## src/design/firmware_image_header_builder_top_assert.svh

```systemverilog
// Assertion macros for the firmware image header builder.
`ifndef FIRMWARE_IMAGE_HEADER_BUILDER_TOP_ASSERT_SVH
`define FIRMWARE_IMAGE_HEADER_BUILDER_TOP_ASSERT_SVH

// Same-cycle implication, clocked on clock, off during reset.
`define FIHB_ASSERT_NOW(lbl, ante, cons, msg) \
   lbl: assert property (@(posedge clock) disable iff (reset) (ante) |-> (cons)) \
      else $error(msg);

// Next-cycle implication, clocked on clock, off during reset.
`define FIHB_ASSERT_NEXT(lbl, ante, cons, msg) \
   lbl: assert property (@(posedge clock) disable iff (reset) (ante) |=> (cons)) \
      else $error(msg);

`endif

```

## src/design/fihb_pkg.sv

```systemverilog
// Shared types, constants and the byte CRC function of the header builder.
package fihb_pkg;

   localparam int DEF_MAX_IMAGE_BYTES = 131072;
   localparam int CNT_W = 18;
   localparam int CSR_IDX_W = 1;
   localparam int HDR_CNT_W = 6;

   localparam logic [31:0] HDR_MAGIC   = 32'h474F_5441;
   localparam logic [31:0] HDR_SIZE    = 32'd64;
   localparam logic [31:0] REGION_SIZE = 32'h0002_0000;
   localparam logic [31:0] RAM_LOW     = 32'h2000_0000;
   localparam logic [31:0] RAM_HIGH    = 32'h2003_0000;
   localparam logic [31:0] CRC_POLY    = 32'hEDB8_8320;
   localparam logic [31:0] CRC_ONES    = 32'hFFFF_FFFF;
   localparam logic [31:0] VERSION_RST = 32'd1;
   localparam logic [31:0] LOAD_RST    = 32'h0801_1000;

   localparam logic [CSR_IDX_W-1:0] CSR_VERSION = 1'b0;
   localparam logic [CSR_IDX_W-1:0] CSR_LOAD    = 1'b1;

   localparam logic [2:0] ST_OK        = 3'd0;
   localparam logic [2:0] ST_TOO_LARGE = 3'd1;
   localparam logic [2:0] ST_TOO_SHORT = 3'd2;
   localparam logic [2:0] ST_BAD_STACK = 3'd3;
   localparam logic [2:0] ST_BAD_ENTRY = 3'd4;

   localparam logic [3:0] WORD_HCRC = 4'd7;
   localparam logic [3:0] WORD_LAST = 4'd15;
   localparam logic [HDR_CNT_W-1:0] HDR_BYTE_LAST = 6'd63;

   typedef struct packed {
      logic [7:0] data_byte;
      logic       last_byte;
   } req_type;

   typedef struct packed {
      logic [31:0] header_word;
      logic [3:0]  word_index;
      logic [2:0]  status;
      logic        last_of_run;
   } rsp_type;

   typedef struct packed {
      logic                 take_byte;
      logic                 hcrc_init;
      logic                 hcrc_step;
      logic [HDR_CNT_W-1:0] hcrc_sel;
      logic                 emit_err;
      logic                 emit_word;
      logic [3:0]           word_sel;
      logic                 clear;
   } ctrl_cmd_type;

   typedef struct packed {
      logic [2:0] check_code;
   } dp_stat_type;

   function automatic logic [31:0] crc_byte(input logic [31:0] crc, input logic [7:0] b);
      logic [31:0] c;
      c = crc ^ {24'd0, b};
      for (int k = 0; k < 8; k++) begin
         c = c[0] ? ((c >> 1) ^ CRC_POLY) : (c >> 1);
      end
      return c;
   endfunction

endpackage

```

## src/design/fihb_ctrl.sv

```systemverilog
// Sequencer: byte intake, image check, header CRC pass and header word output.
module fihb_ctrl
   import fihb_pkg::*;
(
   input  logic         clock,
   input  logic         reset,
   input  logic         start,
   input  logic         last_byte,
   input  dp_stat_type  stat,
   output ctrl_cmd_type cmd,
   output logic         busy
);

   localparam logic [1:0] S_IDLE  = 2'd0;
   localparam logic [1:0] S_CHECK = 2'd1;
   localparam logic [1:0] S_HCRC  = 2'd2;
   localparam logic [1:0] S_EMIT  = 2'd3;

   logic [1:0]           state_ff, state_in;
   logic [HDR_CNT_W-1:0] cnt_ff, cnt_in;

   always_comb begin
      state_in = state_ff;
      cnt_in   = cnt_ff;
      cmd      = '0;
      cmd.hcrc_sel = cnt_ff;
      cmd.word_sel = cnt_ff[3:0];
      case (state_ff)
         S_IDLE: begin
            if (start) begin
               cmd.take_byte = 1'b1;
               if (last_byte) begin
                  state_in = S_CHECK;
               end
            end
         end
         S_CHECK: begin
            cnt_in = '0;
            if (stat.check_code != ST_OK) begin
               cmd.emit_err = 1'b1;
               cmd.clear    = 1'b1;
               state_in     = S_IDLE;
            end else begin
               cmd.hcrc_init = 1'b1;
               state_in      = S_HCRC;
            end
         end
         S_HCRC: begin
            cmd.hcrc_step = 1'b1;
            cnt_in        = cnt_ff + 1'b1;
            if (cnt_ff == HDR_BYTE_LAST) begin
               cnt_in   = '0;
               state_in = S_EMIT;
            end
         end
         S_EMIT: begin
            cmd.emit_word = 1'b1;
            cnt_in        = cnt_ff + 1'b1;
            if (cnt_ff[3:0] == WORD_LAST) begin
               cmd.clear = 1'b1;
               cnt_in    = '0;
               state_in  = S_IDLE;
            end
         end
         default: begin
            state_in = S_IDLE;
         end
      endcase
   end

   assign busy = (state_ff != S_IDLE);

   always_ff @(posedge clock) begin
      if (reset) begin
         state_ff <= S_IDLE;
         cnt_ff   <= '0;
      end else begin
         state_ff <= state_in;
         cnt_ff   <= cnt_in;
      end
   end

endmodule

```

## src/design/fihb_dp.sv

```systemverilog
// Datapath: image CRC, byte count, vector words, checks, header CRC and result register.
module fihb_dp
   import fihb_pkg::*;
#(
   parameter int MAX_IMAGE_BYTES = DEF_MAX_IMAGE_BYTES
)(
   input  logic                 clock,
   input  logic                 reset,
   input  req_type              req_data,
   input  logic                 csr_we,
   input  logic [CSR_IDX_W-1:0] csr_index,
   input  logic [31:0]          csr_wdata,
   input  ctrl_cmd_type         cmd,
   output dp_stat_type          stat,
   output logic                 rsp_valid,
   output rsp_type              rsp_data
);

   localparam logic [CNT_W-1:0] CNT_MAX = CNT_W'(MAX_IMAGE_BYTES);
   localparam logic [CNT_W-1:0] CNT_SAT = CNT_W'(MAX_IMAGE_BYTES + 1);
   localparam logic [CNT_W-1:0] CNT_MIN = CNT_W'(8);
   localparam logic [CNT_W-1:0] CNT_STACK_END = CNT_W'(4);

   logic [31:0]      version_ff, load_ff;
   logic [31:0]      crc_ff, crc_in;
   logic [CNT_W-1:0] count_ff, count_in;
   logic [31:0]      stack_ff, stack_in;
   logic [31:0]      entry_ff, entry_in;
   logic [31:0]      hcrc_ff, hcrc_in;
   logic             rsp_valid_ff, rsp_valid_in;
   rsp_type          rsp_data_ff, rsp_data_in;

   logic [31:0] region_end, ent;
   logic [31:0] hword, eword;
   logic [7:0]  hbyte;

   function automatic logic [31:0] hdr_word(
      input logic [3:0]       idx,
      input logic [31:0]      w7,
      input logic [CNT_W-1:0] cnt,
      input logic [31:0]      load,
      input logic [31:0]      ver,
      input logic [31:0]      icrc,
      input logic [31:0]      sp,
      input logic [31:0]      ep
   );
      logic [31:0] w;
      case (idx)
         4'd0:    w = HDR_MAGIC;
         4'd1:    w = HDR_SIZE;
         4'd2:    w = {{(32-CNT_W){1'b0}}, cnt};
         4'd3:    w = load;
         4'd4:    w = ver;
         4'd5:    w = icrc ^ CRC_ONES;
         4'd7:    w = w7;
         4'd8:    w = sp;
         4'd9:    w = ep;
         default: w = '0;
      endcase
      return w;
   endfunction

   // image checks, in priority order
   always_comb begin
      region_end = load_ff + REGION_SIZE;
      ent        = {entry_ff[31:1], 1'b0};
      if (count_ff > CNT_MAX) begin
         stat.check_code = ST_TOO_LARGE;
      end else if (count_ff < CNT_MIN) begin
         stat.check_code = ST_TOO_SHORT;
      end else if (stack_ff < RAM_LOW || stack_ff >= RAM_HIGH) begin
         stat.check_code = ST_BAD_STACK;
      end else if (!entry_ff[0] || ent < load_ff || ent >= region_end) begin
         stat.check_code = ST_BAD_ENTRY;
      end else begin
         stat.check_code = ST_OK;
      end
   end

   always_comb begin
      hword = hdr_word(cmd.hcrc_sel[5:2], 32'd0, count_ff, load_ff, version_ff,
                       crc_ff, stack_ff, entry_ff);
      hbyte = 8'(hword >> {cmd.hcrc_sel[1:0], 3'b000});
      eword = hdr_word(cmd.word_sel, hcrc_ff ^ CRC_ONES, count_ff, load_ff, version_ff,
                       crc_ff, stack_ff, entry_ff);
   end

   always_comb begin
      crc_in       = crc_ff;
      count_in     = count_ff;
      stack_in     = stack_ff;
      entry_in     = entry_ff;
      hcrc_in      = hcrc_ff;
      rsp_valid_in = 1'b0;
      rsp_data_in  = rsp_data_ff;
      if (cmd.take_byte) begin
         if (count_ff < CNT_STACK_END) begin
            stack_in[{count_ff[1:0], 3'b000} +: 8] = req_data.data_byte;
         end else if (count_ff < CNT_MIN) begin
            entry_in[{count_ff[1:0], 3'b000} +: 8] = req_data.data_byte;
         end
         crc_in = crc_byte(crc_ff, req_data.data_byte);
         if (count_ff < CNT_SAT) begin
            count_in = count_ff + 1'b1;
         end
      end
      if (cmd.hcrc_init) begin
         hcrc_in = CRC_ONES;
      end else if (cmd.hcrc_step) begin
         hcrc_in = crc_byte(hcrc_ff, hbyte);
      end
      if (cmd.emit_err) begin
         rsp_valid_in            = 1'b1;
         rsp_data_in.header_word = '0;
         rsp_data_in.word_index  = '0;
         rsp_data_in.status      = stat.check_code;
         rsp_data_in.last_of_run = 1'b1;
      end else if (cmd.emit_word) begin
         rsp_valid_in            = 1'b1;
         rsp_data_in.header_word = eword;
         rsp_data_in.word_index  = cmd.word_sel;
         rsp_data_in.status      = ST_OK;
         rsp_data_in.last_of_run = (cmd.word_sel == WORD_LAST);
      end
      if (cmd.clear) begin
         crc_in   = CRC_ONES;
         count_in = '0;
         stack_in = '0;
         entry_in = '0;
      end
   end

   always_ff @(posedge clock) begin
      if (reset) begin
         version_ff   <= VERSION_RST;
         load_ff      <= LOAD_RST;
         crc_ff       <= CRC_ONES;
         count_ff     <= '0;
         stack_ff     <= '0;
         entry_ff     <= '0;
         rsp_valid_ff <= 1'b0;
      end else begin
         if (csr_we && csr_index == CSR_VERSION) begin
            version_ff <= csr_wdata;
         end
         if (csr_we && csr_index == CSR_LOAD) begin
            load_ff <= csr_wdata;
         end
         crc_ff       <= crc_in;
         count_ff     <= count_in;
         stack_ff     <= stack_in;
         entry_ff     <= entry_in;
         rsp_valid_ff <= rsp_valid_in;
      end
   end

   always_ff @(posedge clock) begin
      hcrc_ff     <= hcrc_in;
      rsp_data_ff <= rsp_data_in;
   end

   assign rsp_valid = rsp_valid_ff;
   assign rsp_data  = rsp_data_ff;

endmodule

```

## src/design/firmware_image_header_builder_top.sv

```systemverilog
// Top level of the firmware image header builder.
//
//   channel  ports                          direction  handshake
//   request  start, busy, req_data          in         taken when start & !busy
//   result   rsp_valid, rsp_data            out        valid only, no back-pressure
//   config   csr_we, csr_index, csr_wdata   in         taken when csr_we
//
// Image bytes are taken one per cycle while busy is low.
// After a last byte the image is checked; on error one status item follows.
// Otherwise the header CRC unit steps through the 64 header bytes in order,
// then the 16 header words go out in index order without gaps; busy is low again
// in the cycle that shows word 15.
// Synchronous active-high reset restores the state, configuration and rsp_valid registers
// and clears image state. The receiver takes every item in the cycle it is shown.
`include "firmware_image_header_builder_top_assert.svh"

module firmware_image_header_builder_top
   import fihb_pkg::*;
#(
   parameter int MAX_IMAGE_BYTES = DEF_MAX_IMAGE_BYTES
)(
   input  logic                 clock,
   input  logic                 reset,
   input  logic                 start,
   output logic                 busy,
   input  req_type              req_data,
   output logic                 rsp_valid,
   output rsp_type              rsp_data,
   input  logic                 csr_we,
   input  logic [CSR_IDX_W-1:0] csr_index,
   input  logic [31:0]          csr_wdata
);

   ctrl_cmd_type cmd;
   dp_stat_type  stat;

   fihb_ctrl u_ctrl (
      .clock     (clock),
      .reset     (reset),
      .start     (start),
      .last_byte (req_data.last_byte),
      .stat      (stat),
      .cmd       (cmd),
      .busy      (busy)
   );

   fihb_dp #(
      .MAX_IMAGE_BYTES (MAX_IMAGE_BYTES)
   ) u_dp (
      .clock     (clock),
      .reset     (reset),
      .req_data  (req_data),
      .csr_we    (csr_we),
      .csr_index (csr_index),
      .csr_wdata (csr_wdata),
      .cmd       (cmd),
      .stat      (stat),
      .rsp_valid (rsp_valid),
      .rsp_data  (rsp_data)
   );

   `FIHB_ASSERT_NOW(a_err_is_last, rsp_valid && rsp_data.status != ST_OK, rsp_data.last_of_run, "error item not last")
   `FIHB_ASSERT_NEXT(a_words_back_to_back, rsp_valid && !rsp_data.last_of_run, rsp_valid, "header words not contiguous")
   `FIHB_ASSERT_NEXT(a_index_steps, rsp_valid && !rsp_data.last_of_run, rsp_data.word_index == 4'($past(rsp_data.word_index) + 4'd1), "word index skipped")
   `FIHB_ASSERT_NEXT(a_last_goes_busy, start && !busy && req_data.last_byte, busy, "no busy after last byte")

endmodule
```

## config.mk

```make
export PLATFORM = sky130hd
export DESIGN_NAME = firmware_image_header_builder_top
export DESIGN_NICKNAME = d
export VERILOG_FILES = /design/src/design/fihb_pkg.sv /design/src/design/fihb_ctrl.sv /design/src/design/fihb_dp.sv /design/src/design/firmware_image_header_builder_top.sv
export VERILOG_INCLUDE_DIRS = /design/src /design/src/design
export SDC_FILE = /design/constraint.sdc
export NUM_CORES = 1
export LEC_CHECK = 0
export BUFFER_PORTS_ARGS = -buffer_cell sky130_fd_sc_hd__buf_2
export CAP_MARGIN = 20
export CORE_MARGIN = 4
export CORE_UTILIZATION = 41
export DETAILED_ROUTE_END_ITERATION = 10
export GPL_TIMING_DRIVEN = 0
export SKIP_LAST_GASP = 1
export SYNTH_ARGS = -nofsm -noshare
export SYNTH_HDL_FRONTEND = slang
export SYNTH_SLANG_ARGS = --single-unit
```

## constraint.sdc

```tcl
create_clock -name clock -period 4.15 [get_ports clock]
set_clock_uncertainty 0.15 [all_clocks]
set_input_delay 0 -clock clock [delete_from_list [all_inputs] [get_ports clock]]
set_output_delay 0 -clock clock [all_outputs]
set_load 0.05 [all_outputs]
```

* Word level (Yosys, flattened, before mapping) *
Cells that the tools add are included.

storage, ports and cells
  register bits after elaboration = 259
  input port bits = 46
  output and inout bits = 42
  word-level logic and storage cells = 140

cells by class
  order comparisons = 8
  reduce and logical (&&, ||, !) cells = 18
  bitwise operators = 22
  equality and inequality tests = 24
  muxes and demuxes = 47
  $add $sub $neg = 4
  shift-type cells = 3

operator list
  cell                                                                                    number
  32-bit two-way mux                                                                      16
  32-bit case mux with 9 select lines                                                     1
  32-bit case mux with 8 select lines                                                     1
  13-bit NOT with 14-bit output                                                           16
  32-bit bitwise mux                                                                      2
  32-bit NOT                                                                              2
  32-bit by 8-bit bitwise XOR with 32-bit output                                          2
  32-bit by 18-bit adder with 32-bit output (second input constant)                       1
  32-bit by 30-bit greater-or-equal comparator with 1-bit output (second input constant)  1
  32-bit greater-or-equal comparator                                                      1
  32-bit by 30-bit < comparator with 1-bit output (second input constant)                 1
  32-bit < comparator                                                                     1
  8-bit by 7-bit variable shift with 32-bit output (first input constant)                 1
  8-bit by 7-bit indexed part select with 32-bit output                                   1
  32-bit by 5-bit >> shifter with 8-bit output                                            1
  4-bit by 3-bit equality test with 1-bit output (second input constant)                  5
  4-bit equality test (second input constant)                                             5
  18-bit by 1-bit adder with 18-bit output (second input constant)                        1
  18-bit greater-than comparator (second input constant)                                  1
  18-bit < comparator (second input constant)                                             1
  18-bit by 3-bit < comparator with 1-bit output (second input constant)                  1
  18-bit by 4-bit < comparator with 1-bit output (second input constant)                  1
  6-bit case mux with 3 select lines                                                      1
  4-bit by 2-bit equality test with 1-bit output (second input constant)                  4
  other kinds (27)                                                                        58

* Longest topological paths before layout *
Gate-level depths: netlist of run 1.

  depth in word-level cells = 20
  depth in mapped cells = 18
  gate-level depth less buffers = 16

* By module *
From an unflattened synthesis of run 1, not the netlist that was laid out.

second synthesis, totals
  cells, all modules = 1927
  area total of the unflattened synthesis = 15590.0 um2

modules (own cells, without submodules)
  module     instances  cells an instance  sequential area each (um2)  area an instance (um2)
  fihb_dp    1          1856               5054.8                      15053.2
  fihb_ctrl  1          71                 160.2                       536.8

* Worst setup path after synthesis of run 1 *
OpenSTA, ideal clock, no wires.

  kind = register to register
  from = register u_dp.load_ff[24]
  to = register u_dp.crc_ff[10]
  setup time = 0.141 ns
  slack = 0.511 ns
  period minus slack after synthesis = 3.639 ns
  data required time = 3.859 ns
  cell stages (with the launch flop) = 17
  buffers on the path = 1
  data arrival time = 3.347 ns
  cell sequence = dfxtp_1 inv_1 or4_1 nor2_1 nand3_1 xnor2_1 ha_1 a21oi_1 nor2b_1 o21ai_0 o2111ai_1 nor2_1 nand2_1 o41ai_2 o21ba_2 clkbuf_1 o211ai_1

between the ends
  word-level cells in the longest chain between the ends = 11
  elaborated cells between the ends (all ways) = 13
  those cells by class = add/sub: 1; order compare: 2; mux: 6; reduce/logical: 4

ends and longest elaborated chain
  element                                                                           line                          RTL
  start: declaration                                                                fihb_dp.sv:24                 logic [31:0] version_ff, load_ff;
  start signal: assignment                                                          fihb_dp.sv:147                load_ff <= csr_wdata;
  32-bit by 18-bit adder with 32-bit output or 32-bit < comparator (tied branches)  fihb_dp.sv:65, fihb_dp.sv:73
  32-bit greater-or-equal comparator or 1-bit logical OR (tied branches)            fihb_dp.sv:73                 end else if (!entry_ff[0] || ent < load_ff || ent >= region_end) begin
  1-bit logical OR (*)                                                              fihb_dp.sv:73
  3-bit two-way mux (*)                                                             fihb_dp.sv:73
  3-bit two-way mux (*)                                                             fihb_dp.sv:71                 end else if (stack_ff < RAM_LOW || stack_ff >= RAM_HIGH) begin
  3-bit two-way mux (*)                                                             fihb_dp.sv:69                 end else if (count_ff < CNT_MIN) begin
  3-bit two-way mux (*)                                                             fihb_dp.sv:67                 if (count_ff > CNT_MAX) begin
  3-bit nonzero test (*)                                                            fihb_ctrl.sv:39               if (stat.check_code != ST_OK) begin
  1-bit two-way mux (*)                                                             fihb_ctrl.sv:39
  1-bit case mux with 2 select lines (*)                                            fihb_ctrl.sv:28               case (state_ff)
  2-bit OR reduction (no line) (*)                                                  --
  end signal: assignment                                                            fihb_dp.sv:149                crc_ff <= crc_in;
  end: declaration                                                                  fihb_dp.sv:25                 logic [31:0] crc_ff, crc_in;

Every way passes the cells marked *; elsewhere a longest branch is shown, timed or not.
A chain may end at the register's enable or synchronous reset.

* Worst setup path after layout of run 1 *
  from = register u_ctrl.cnt_ff[1]
  to = register u_dp.rsp_data_ff (netlist bit u_dp.rsp_data[24])

between the ends
  word-level cells in the longest chain between the ends = 2
  elaborated cells between the ends (all ways) = 10
  those cells by class = eq/ne: 8; mux: 1; reduce/logical: 1

ends and longest elaborated chain
  element                                            line             RTL
  start: declaration                                 fihb_ctrl.sv:20  logic [HDR_CNT_W-1:0] cnt_ff, cnt_in;
  start signal: assignment                           fihb_ctrl.sv:79  cnt_ff <= cnt_in;
  4-bit equality test, or another cell as far along  fihb_dp.sv:48    case (idx)
  32-bit case mux with 9 select lines (*)            fihb_dp.sv:48
  end signal: assignment                             fihb_dp.sv:159   rsp_data_ff <= rsp_data_in;
  end: declaration                                   fihb_dp.sv:31    rsp_type rsp_data_ff, rsp_data_in;

Marked as above.

==> key figures, run 1 <==
Hold path
  – Hold path cells: 4
  – HP Start: csr_wdata[16]
  – Worst Hold Class: input port to flip-flop
  – Min-Delay Endpoint: u_dp.load_ff[16]

Route
  – Drt initial violations: 2169
  – Post-Route WL: 80000 um
  – DRT Pass-1 Iters: 9
  – Remaining DRCs: 0
  – Via/cell ratio: 6.22
  – DR WL/cell: 30.5 um
  – Via count: 16300
  – Routed Antenna Nets: 0

Floorplanning
  – Core area: 37000 um2
  – Die area: 41000 um2
  – DIE WIDTH: 202 um
  – Starting Density: 0.419
  – IO Pins: 88
  – Floorplan row count: 70
  – Die H: 202 um

Setup path
  – Crit path max fanout: 10
  – Crit path kind: flip-flop to flip-flop
  – R2R Setup Slk: -2 ps
  – Worst Path Required: 4530 ps
  – Reg2reg path depth: 9
  – CP Launch Type: flip-flop
  – CP arrival: 4530 ps
  – R2R Path End: u_dp.rsp_data[24]
  – CP Capture Type: flip-flop
  – R2R Path Start: u_ctrl.cnt_ff[1]
  – Worst Setup SP: u_ctrl.cnt_ff[1]

STA
  – Fin. Hold Viols: 0
  – Final min period: 4150 ps
  – Max_slew headroom: 0.241
  – Fmax: 241 MHz
  – Fin Hold WS: 51.1 ps
  – Unrepaired setup endpoints after global routing: yes
  – Tightest Pin Transition: 1130 ps
  – Final worst-path cycle share: 1.00
  – Slew Limit Fails: 0
  – Setup WS post-layout: -2.30 ps
  – Final setup vio count: 1

Power and ir drop
  – Peak supply drop: 369 uV
  – Net Sw Power: 3.22 mW
  – Power Density: 492 nW/um2
  – Net Sw Frac: 0.354
  – Leak: 7.10 nW
  – Reg power frac: 0.367
  – Internal: 5.88 mW
  – Clock Power Share: 0.291
  – Logic pwr share: 0.341
  – Tot Pwr: 9.11 mW

Clock tree
  – Clock Sinks: 259
  – TritonCTS Buffers: 29
  – CTS tree: built
  – Clock root buffer: clkbuf_16
  – Skew-Pair Late Insertion Delay: 590 ps
  – Clock-pin slew on the worst setup and hold paths: 70 ps
  – Clock Path Buffers: 3
  – H-tree Lvls: 1

GRT
  – First-pass GRT wire length: 112000 um
  – Grt ovf: 0
  – Number of global-route vias before repair: 15400
  – Gr usage total: 0.376
  – Pin count of the biggest net entering global routing: 16
  – Initial antenna violation count: 3

Layout
  – Area Growth Syn to Fin: 19.5%
  – Fillers: 3620
  – Total Nets Final: 2197
  – Share of cells above drive strength 1: 0.135

Yosys
  – Cell Area, Synth: 15500 um2
  – #FFs+latches synth: 259
  – Syn Nets: 2008
  – Sequential element share of the synthesized area: 0.337
  – Syn_area_per_cell: 8.13 um2
  – Yosys cell types: 91
  – Synth warn: 0
  – Post-synth ARST share: 0
  – Post-synth top flop: dfxtp_1
  – EDFF count, synth: 3
  – Post-synthesis cell count: 1906

Placed design
  – Place WS: -1250 ps
  – RD Place Congestion: 1.03
  – Port Buf Inserts: 87
  – HPWL Detailed: 62000 um

Status
  – Status: finished, violations left
  – Violated checks: negative setup slack

Flow run
  – Max-cap violations: 0
per-layer routing:
metal	vias to the layer above	routed length, um	global-route usage	part of all wire
li1	7174	-	-	-
met1	7907	33400	0.509	0.42
met2	987	34200	0.576	0.43
met3	227	8610	0.0945	0.11
met4	2	3850	0.149	0.048
met5	-	7	0	0.000087
sequential cells by signal (all words and copies together), names as in the netlist, named ones only:
register and flops:
u_dp.rsp_data 40, u_dp.entry_ff 32, u_dp.rsp_valid 1, u_dp.stack_ff 32, u_dp.version_ff 32, u_ctrl.cnt_ff 6
u_ctrl.state_ff 1, u_dp.hcrc_ff 32, u_dp.count_ff 18, u_dp.load_ff 32, u_dp.crc_ff 32
area by class of cell:
class | instances | area (um2) | share of cell area
Multi-Input combinational cell | 1458 | 9670 | 0.522
Sequential cell | 259 | 5240 | 0.283
Timing Repair Buffer | 163 | 1120 | 0.0604
Clock buffer | 41 | 841 | 0.0454
Buffer | 132 | 693 | 0.0374
Tap cell | 504 | 631 | 0.0340
Inverter | 52 | 196 | 0.0106
Clock inverter | 11 | 124 | 0.00669
Antenna cell | 2 | 5.00 | 0.000270
per-stage QoR:
stage / util / cell area [um2] / setup TNS, ps / cells
2_1_floorplan: - / 15500 / 0 / 1906
3_3_place_gp: 0.448 / 16600 / -157150 / 2497
3_5_place_dp: 0.449 / 16600 / -145870 / 2498
4_1_cts: 0.496 / 18300 / -0.886 / 2610
5_1_grt: 0.501 / 18500 / -158 / 2620
6_report: 0.501 / 18500 / -2.30 / 2622
cell usage after synthesis (12+ instances only):
cell type	n	share of area
nand2_1	274	0.066
dfxtp_1	256	0.33
nor2_1	192	0.047
a21oi_1	175	0.057
clkbuf_1	103	0.025
xnor2_1	91	0.051
o211ai_1	64	0.031
ha_1	56	0.045
o21ai_0	55	0.018
inv_1	51	0.012
xor2_1	51	0.029
a22oi_1	48	0.023
a221oi_1	29	0.016
nand3_1	29	0.0094
nor2b_1	25	0.010
mux2i_1	24	0.016
nand4_1	20	0.0081
a21o_1	18	0.0087
a31oi_1	18	0.0073
nand3b_1	18	0.0087
a22o_1	16	0.0090
and2_1	16	0.0065
buf_2	16	0.0052
and3b_1	15	0.0085
nor3_1	15	0.0048
a2bb2oi_1	14	0.0079
a211oi_1	12	0.0058
placed cells by master, fill, tap and decap left out, types with 20 or more instances in the layout:
| cell | count |
|---|---|
| a21oi_1 | 175 |
| a221oi_1 | 29 |
| a22oi_1 | 48 |
| buf_2 | 106 |
| buf_4 | 38 |
| clkbuf_1 | 80 |
| clkbuf_16 | 29 |
| dfxtp_1 | 247 |
| dlygate4sd3_1 | 46 |
| ha_1 | 56 |
| inv_1 | 51 |
| mux2i_1 | 24 |
| nand2_1 | 273 |
| nand3_1 | 29 |
| nand4_1 | 20 |
| nor2_1 | 187 |
| nor2b_1 | 23 |
| o211ai_1 | 64 |
| o21ai_0 | 53 |
| xnor2_1 | 91 |
| xor2_1 | 51 |
kinds of logic (layout without fill, tap and decap cells):
logic type | after synthesis | in the layout | synth area share
AO/OA/AOI/OAI | 530 | 530 | 0.229
multiplexers | 34 | 34 | 0.0230
flip-flops | 259 | 259 | 0.337
adder cells (fa/ha/maj) | 56 | 56 | 0.0452
XOR/XNOR | 161 | 161 | 0.106
AND/OR/NAND/NOR | 677 | 677 | 0.208
buffers and inverters | 189 | 399 | 0.0518
other | 0 | 2 | 0
how the worst max path moves through the flow:
| stage | end | slack (ps) |
|---|---|---|
| 6_report | u_dp.rsp_data[24] | -2 |
| 2_1_floorplan | u_dp.crc_ff[10] | 510 |
| 5_1_grt | u_dp.crc_ff[26] | -20 |
| 3_5_place_dp | u_dp.count_ff[6] | -1250 |
| 4_1_cts | u_dp.crc_ff[30] | -0.9 |
| 3_3_place_gp | u_dp.count_ff[0] | -1290 |
power by group through the flow:
stage          combinational [mW]  sequential [mW]  clock, mW
2_1_floorplan                2.31             3.13          0
3_3_place_gp                 2.89             3.33          0
3_5_place_dp                 2.92             3.35          0
4_1_cts                      3.02             3.30       2.68
5_1_grt                      3.33             3.35       2.78
6_report                     3.11             3.35       2.65
critical path, stage by stage, from the launching register on:
cell,delay (ps)
dfxtp_1,650
ha_1,240
clkbuf_1,530
and2_1,240
clkbuf_1,680
clkbuf_1,760
a22oi_1,210
o2111ai_1,330
o21ai_0,170
nor2_1,110
what timing repair did:
item	in CTS	in global routing
endpoints found under the setup margin	183	158
hold endpoints to repair	162	0
hold buffers	46	0
gates cloned	0	1
setup buffers	16	11
pin swaps	7	10
resized for setup	71	40
Note: power is estimated with default switching activity, not from simulation.
==> run 2, diff against run 1 <==
- TNS_END_PERCENT: not set -> 10
==> run 2 against run 1 <==
Against the previous run: the run still ends with negative setup slack left; flip-flop and latch count unchanged; first-iteration DRC count down 7.6%; critical path depth up 1; register-to-register slack worse by 110 ps; highest routed layer unchanged.
==> key figures, run 2 (same netlist as run 1, synthesis figures left out) <==
Status
  – Status: finished, violations left
  – Violated checks: negative setup slack

Clock tree
  – H-tree Lvls: 1 (unchanged)
  – Clock-pin slew on the worst setup and hold paths: 70 ps (about the same)
  – Clock root buffer: clkbuf_16
  – CTS tree: built
  – Clock Path Buffers: 3 (unchanged)
  – Skew-Pair Late Insertion Delay: 590 ps (about the same)
  – TritonCTS Buffers: 29 (unchanged)
  – Clock Sinks: 259 (unchanged)

Power and ir drop
  – Logic pwr share: 0.343 (+0.002)
  – Peak supply drop: 363 uV (-1.6%)
  – Power Density: 495 nW/um2 (+0.72%)
  – Net Sw Power: 3.23 mW (+0.32%)
  – Clock Power Share: 0.291 (about the same)
  – Leak: 7.05 nW (-0.59%)
  – Net Sw Frac: 0.354 (about the same)
  – Reg power frac: 0.366 (about the same)
  – Tot Pwr: 9.13 mW (+0.30%)
  – Internal: 5.90 mW (+0.29%)

Route
  – WL met2: 34200 um (about the same)
  – Routed length on met1: 33300 um (-0.25%)
  – DRT Pass-1 Iters: 6 (-3)
  – DR WL/cell: 30.5 um (about the same)
  – Remaining DRCs: 0 (unchanged)
  – Drt initial violations: 2005 (-7.6%)
  – Met3 WL: 8540 um (-0.82%)
  – Post-Route WL: 80100 um (about the same)
  – Via count: 16200 (-0.36%)
  – Highest routed layer: met5
  – Routed Antenna Nets: 0 (unchanged)
  – Via/cell ratio: 6.19 (-0.36%)

Setup path
  – CP Launch Type: flip-flop
  – Crit path kind: flip-flop to flip-flop
  – Crit path max fanout: 10 (unchanged)
  – Reg2reg path depth: 10 (+1)
  – Worst Path Required: 4530 ps (about the same)
  – Worst Setup SP: u_ctrl.cnt_ff[1]
  – CP Capture Type: flip-flop
  – R2R Path Start: u_ctrl.cnt_ff[1]
  – CP arrival: 4640 ps (+110 ps)

Placed design
  – Cells after DPL: 2498 (unchanged)
  – HPWL Detailed: 62000 um (unchanged)
  – Dpl cell area: 16600 um2 (unchanged)
  – Port Buf Inserts: 87 (unchanged)
  – RD Place Congestion: 1.03 (unchanged)

STA
  – Setup WS post-layout: -114 ps (-112 ps)
  – Final min period: 4260 ps (+112 ps)
  – Unrepaired setup endpoints after global routing: yes
  – Max_slew headroom: 0.235 (-0.00592)
  – Final setup vio count: 39 (+38)
  – Final worst-path cycle share: 1.03 (+0.0270)
  – Slew Limit Fails: 0 (unchanged)
  – Fin. Hold Viols: 0 (unchanged)
  – Tightest Pin Transition: 1140 ps (+8.81 ps)
  – Fin Hold WS: 54.5 ps (+3.37 ps)
  – Fmax: 234 MHz (-2.6%)

GRT
  – Initial antenna violation count: 2 (-1)
  – Pin count of the biggest net entering global routing: 16 (unchanged)
  – Number of global-route vias before repair: 15300 (-0.63%)
  – Grt ovf: 0 (unchanged)
  – Gr usage total: 0.374 (-0.00137)
  – First-pass GRT wire length: 112000 um (-0.45%)

Layout
  – Total Nets Final: 2198 (+0.046%)
  – Final Instance Count excl. Fillers: 2622 (unchanged)
  – Multi-input gate area: 9630 um2 (-0.43%)
  – Most common cell after layout, fill and taps aside: nand2_1
  – Commonest non-fill, non-tap cells in the layout: nand2_1, dfxtp_1, nor2_1
  – Seq. cell area: 5240 um2 (unchanged)
  – Area Growth Syn to Fin: 19.0%
  – Number of flip-flops in the largest register: 40 (unchanged)
  – Fillers: 3620 (unchanged)
  – Share of cells above drive strength 1: 0.132 (-0.00337)
  – Fin area: 18400 um2 (-0.41%)
  – Final Util: 0.499 (-0.00207)

Floorplanning
  – Die H: 202 um (unchanged)
  – Starting Density: 0.419 (unchanged)
  – Floorplan row count: 70 (unchanged)
  – IO Pins: 88 (unchanged)
  – Core area: 37000 um2 (unchanged)
  – DIE WIDTH: 202 um (unchanged)
  – Die area: 41000 um2 (unchanged)

Hold path
  – HP Start: csr_wdata[16]
  – Worst Hold Class: input port to flip-flop
  – Hold path cells: 4 (unchanged)

Flow run
  – Max-cap violations: 0 (unchanged)
-- run 2: cell count changes in the layout (fill, tap and decap cells not counted), moves of 2 or more --
cell and delta:
buf_1 +2, buf_2 -2, buf_4 -3, buf_8 -3, clkbuf_1 +4, clkbuf_4 +2
-- run 2: path summary, 6_finish.rpt --
check | endpoint | slack (ps)
max | u_dp.rsp_data[22] | -110
min | u_dp.load_ff[16] | 50
max reg2reg | u_dp.rsp_data[22] | -110
min reg2reg | u_dp.rsp_data[35] | 300
-- run 2: repair_timing --
action,4_1_cts,5_1_grt
hold buffers,46,0
pin swaps,3,9
buffers inserted,6,20
resized for setup,43,50
setup endpoints to repair,183,172
endpoints found under the hold margin,162,0
cloned,0,1
-- run 2: final cells by class --
cell class / count / area share
multi-input cells: 1458 / 0.522
flip-flops and latches: 259 / 0.284
repair buffers: 162 / 0.0602
clock buffers: 41 / 0.0456
plain buffers: 134 / 0.0361
well taps: 504 / 0.0342
inverters: 52 / 0.0108
clock inverters: 11 / 0.00672
diodes: 1 / 0.000136
-- run 2: power by group through the flow --
stage               Sequential (mW)  Combinational [mW]  Clock (mW)
floorplan                      3.13                2.31           0
global placement               3.33                2.89           0
detailed placement             3.35                2.92           0
CTS                            3.30                2.97        2.68
global route                   3.34                3.35        2.78
finish                         3.34                3.14        2.66
-- run 2: through the flow --
stage | setup slack, ps | setup TNS [ps]
after floorplan | 511 | 0
after global placement | -1290 | -157150
after detailed placement | -1250 | -145870
after CTS | -258 | -6150
after global routing | -140 | -6330
final | -114 | -1930
-- run 2: routing by layer --
layer | global-route usage | vias to the layer above
li1 | - | 7182
met1 | 0.511 | 7889
met2 | 0.573 | 941
met3 | 0.0910 | 224
met4 | 0.147 | 2
met5 | 0 | -
-- run 2: worst max-delay path: stages, from the launching register on --
cell      delay, ps
dfxtp_1         470
clkbuf_2        420
inv_1           280
ha_1            180
clkbuf_1        390
and2_2          530
clkbuf_1        750
a21oi_1         320
a31oi_1         480
a21oi_1          90
nor2_1          110
==> run 3, diff against run 2 <==
- REMOVE_ABC_BUFFERS: not set -> 1
==> run 3 against run 2 <==
Against the previous run: the flow now finishes without violations; worst setup slack improved by 130 ps; largest cell class unchanged; highest routed layer unchanged; non-clock buffer count decreased by 120; routed wire length decreased by 21%; critical endpoint is now u_dp.hcrc_ff[24]; via count decreased by 4.3%; die area unchanged; sequential share of layout area increased by 0.079 points; design area decreased by 0.14%.
==> key figures, run 3 (same netlist as run 1, synthesis figures left out) <==
Clock tree
  – Clock Sinks: 259 (unchanged)
  – TritonCTS Buffers: 30 (+3.4%)
  – Clock root buffer: clkbuf_16
  – H-tree Lvls: 1 (unchanged)
  – Clock Path Buffers: 3 (unchanged)
  – Clock-pin slew on the worst setup and hold paths: 60 ps (about the same)
  – CTS tree: built
  – Skew-Pair Late Insertion Delay: 580 ps (about the same)

Route
  – Routed Antenna Nets: 0 (unchanged)
  – Via count: 15500 (-4.3%)
  – Remaining DRCs: 0 (unchanged)
  – DRT Pass-1 Iters: 8 (+2)
  – DR WL/cell: 25.2 um (-18%)
  – Drt initial violations: 2080 (+3.7%)
  – Via/cell ratio: 6.20 (+0.16%)
  – Post-Route WL: 63100 um (-21%)

Floorplanning
  – Die H: 202 um (unchanged)
  – DIE WIDTH: 202 um (unchanged)
  – Floorplan row count: 70 (unchanged)
  – Starting Density: 0.419 (unchanged)
  – IO Pins: 88 (unchanged)
  – Core area: 37000 um2 (unchanged)
  – Die area: 41000 um2 (unchanged)

STA
  – Fin. Hold Viols: 0 (unchanged)
  – Max_slew headroom: 0.183 (-0.0524)
  – Unrepaired setup endpoints after global routing: yes
  – Setup WS post-layout: 13.0 ps (+127 ps)
  – Final min period: 4140 ps (-127 ps)
  – Slew Limit Fails: 0 (unchanged)
  – Fmax: 242 MHz (+3.1%)
  – Tightest Pin Transition: 1210 ps (+72.2 ps)
  – Final worst-path cycle share: 0.997 (-0.0307)
  – Final setup vio count: 0 (-100%)

Setup path
  – CP cell instances: buf_12 -> and4bb_1 -> a221oi_1 -> a31oi_1 -> a222oi_1 -> xnor2_2 -> buf_4 -> xor2_4 -> xnor3_1 -> xor2_1 -> a2bb2oi_2
  – R2R Setup Slk: 10 ps (+130 ps)
  – CP peak stage delay: 730 ps (-20 ps)
  – Worst Path Required: 4430 ps (-100 ps)
  – CP Launch Type: flip-flop
  – CP arrival: 4420 ps (-220 ps)
  – Worst path slowest cell: a222oi_1
  – R2R Path Start: u_ctrl.cnt_ff[4]
  – Reg2reg path depth: 11 (+1)
  – CP Capture Type: flip-flop
  – R2R Path End: u_dp.hcrc_ff[24]
  – Crit path max fanout: 40 (+30)
  – Crit path kind: flip-flop to flip-flop

Layout
  – Fillers: 3644 (+0.66%)
  – Total Nets Final: 2082 (-5.3%)
  – Share of cells above drive strength 1: 0.127 (-0.00442)
  – Diode count: 0 (-1)
  – Most common cell after layout, fill and taps aside: nand2_1
  – Area Growth Syn to Fin: 18.9%
  – Final Instance Count excl. Fillers: 2506 (-4.4%)
  – Commonest non-fill, non-tap cells in the layout: nand2_1, dfxtp_1, nor2_1
  – Number of flip-flops in the largest register: 40 (unchanged)

Power and ir drop
  – Internal: 6.11 mW (+3.5%)
  – Net Sw Power: 3.10 mW (-4.2%)
  – Tot Pwr: 9.20 mW (+0.78%)
  – Power Density: 500 nW/um2 (+0.92%)
  – Reg power frac: 0.359 (-0.007)
  – Clock Power Share: 0.316 (+0.025)
  – Net Sw Frac: 0.337 (-0.0175)
  – Leak: 6.96 nW (-1.4%)
  – Logic pwr share: 0.325 (-0.018)
  – Peak supply drop: 393 uV (+8.2%)

Placed design
  – Port Buf Inserts: 87 (unchanged)
  – Place WS: -747 ps (+504 ps)
  – RD Place Congestion: 1.03 (unchanged)
  – HPWL Detailed: 45100 um (-27%)
  – Cells after DPL: 2382 (-4.6%)

Status
  – Status: finished, final reports clean

GRT
  – Number of global-route vias before repair: 14300 (-6.8%)
  – Grt ovf: 0 (unchanged)
  – First-pass GRT wire length: 92800 um (-17%)
  – Initial antenna violation count: 3 (+1)
  – Gr usage total: 0.293 (-0.0813)
  – Pin count of the biggest net entering global routing: 84 (+68)

Hold path
  – Worst Hold Class: input port to flip-flop
  – Hold path cells: 4 (unchanged)
  – Min-Delay Endpoint: u_dp.load_ff[16]
  – HP Start: csr_wdata[16]

Flow run
  – Max-cap violations: 0 (unchanged)
## run 3: changes by cell type in the layout (fill, tap and decap cells not counted), moves of 8 or more
cell	delta
buf_4	-22
buf_16	+10
clkbuf_1	-79
clkbuf_2	-12
buf_2	-17
buf_12	+8
## run 3: metal layers
layer / up-vias / part of all wire / global-route usage
met5: - / 0.00071 / 0
met4: 6 / 0.046 / 0.0968
li1: 6950 / - / -
met2: 909 / 0.43 / 0.454
met1: 7444 / 0.41 / 0.401
met3: 235 / 0.11 / 0.0746
## run 3: final cells by class
type / count / area [um2] / area share
multi-input combinational: 1461 / 9680 / 0.525
sequential: 259 / 5250 / 0.285
timing repair buffer: 176 / 1580 / 0.0859
clock buffer: 44 / 905 / 0.0491
tap: 504 / 631 / 0.0342
inverter: 52 / 195 / 0.0106
clock inverter: 10 / 185 / 0.0101
## run 3: critical path: cells and delay by family, from the launching register on
| family | cells | cell delay (ps) |
|---|---|---|
| AO/OA/AOI/OAI | 4 | 1350 |
| XOR/XNOR | 4 | 1110 |
| buffers and inverters | 2 | 420 |
| flip-flops | 1 | 520 |
| AND/OR/NAND/NOR | 1 | 370 |
## run 3: worst max-delay path by stage
stage | start | endpoint | slack, ps
finish | u_ctrl.cnt_ff[4] | u_dp.hcrc_ff[24] | 10
global placement | u_dp.load_ff[17] | u_dp.entry_ff[23] | -6150
floorplan | u_ctrl.cnt_ff[2] | u_dp.count_ff[0] | -1880
CTS | u_dp.load_ff[17] | u_dp.count_ff[15] | -10
detailed placement | u_dp.load_ff[24] | u_dp.hcrc_ff[18] | -750
global route | u_ctrl.cnt_ff[4] | u_dp.hcrc_ff[24] | -70
## run 3: metrics by stage
| stage | utilization | instance area [um2] | hold WS, ps | setup TNS, ps |
|---|---|---|---|---|
| 2_1_floorplan | - | 14900 | -80.9 | -172110 |
| 3_3_place_gp | 0.432 | 16000 | 78.8 | -784770 |
| 3_5_place_dp | 0.445 | 16500 | 85.6 | -38420 |
| 4_1_cts | 0.492 | 18200 | 16.3 | -40.5 |
| 5_1_grt | 0.498 | 18400 | 82.8 | -105 |
| 6_report | 0.498 | 18400 | 42.5 | 0 |
## run 3: repair_timing
item                                    CTS  global route
pin swaps                                 3             8
hold buffers                             49             0
setup buffers                             7             7
endpoints found under the setup margin  124           129
gates resized for setup                  23            22
endpoints found under the hold margin   133             0
gates cloned                              2             2
## run 3: power by group through the flow
stage	clock network [mW]	logic [mW]	registers, mW
5_1_grt	3.05	3.21	3.31
6_report	2.91	2.99	3.30
3_3_place_gp	0	2.78	3.30
4_1_cts	2.95	2.95	3.26
2_1_floorplan	0	2.27	3.14
3_5_place_dp	0	2.86	3.31
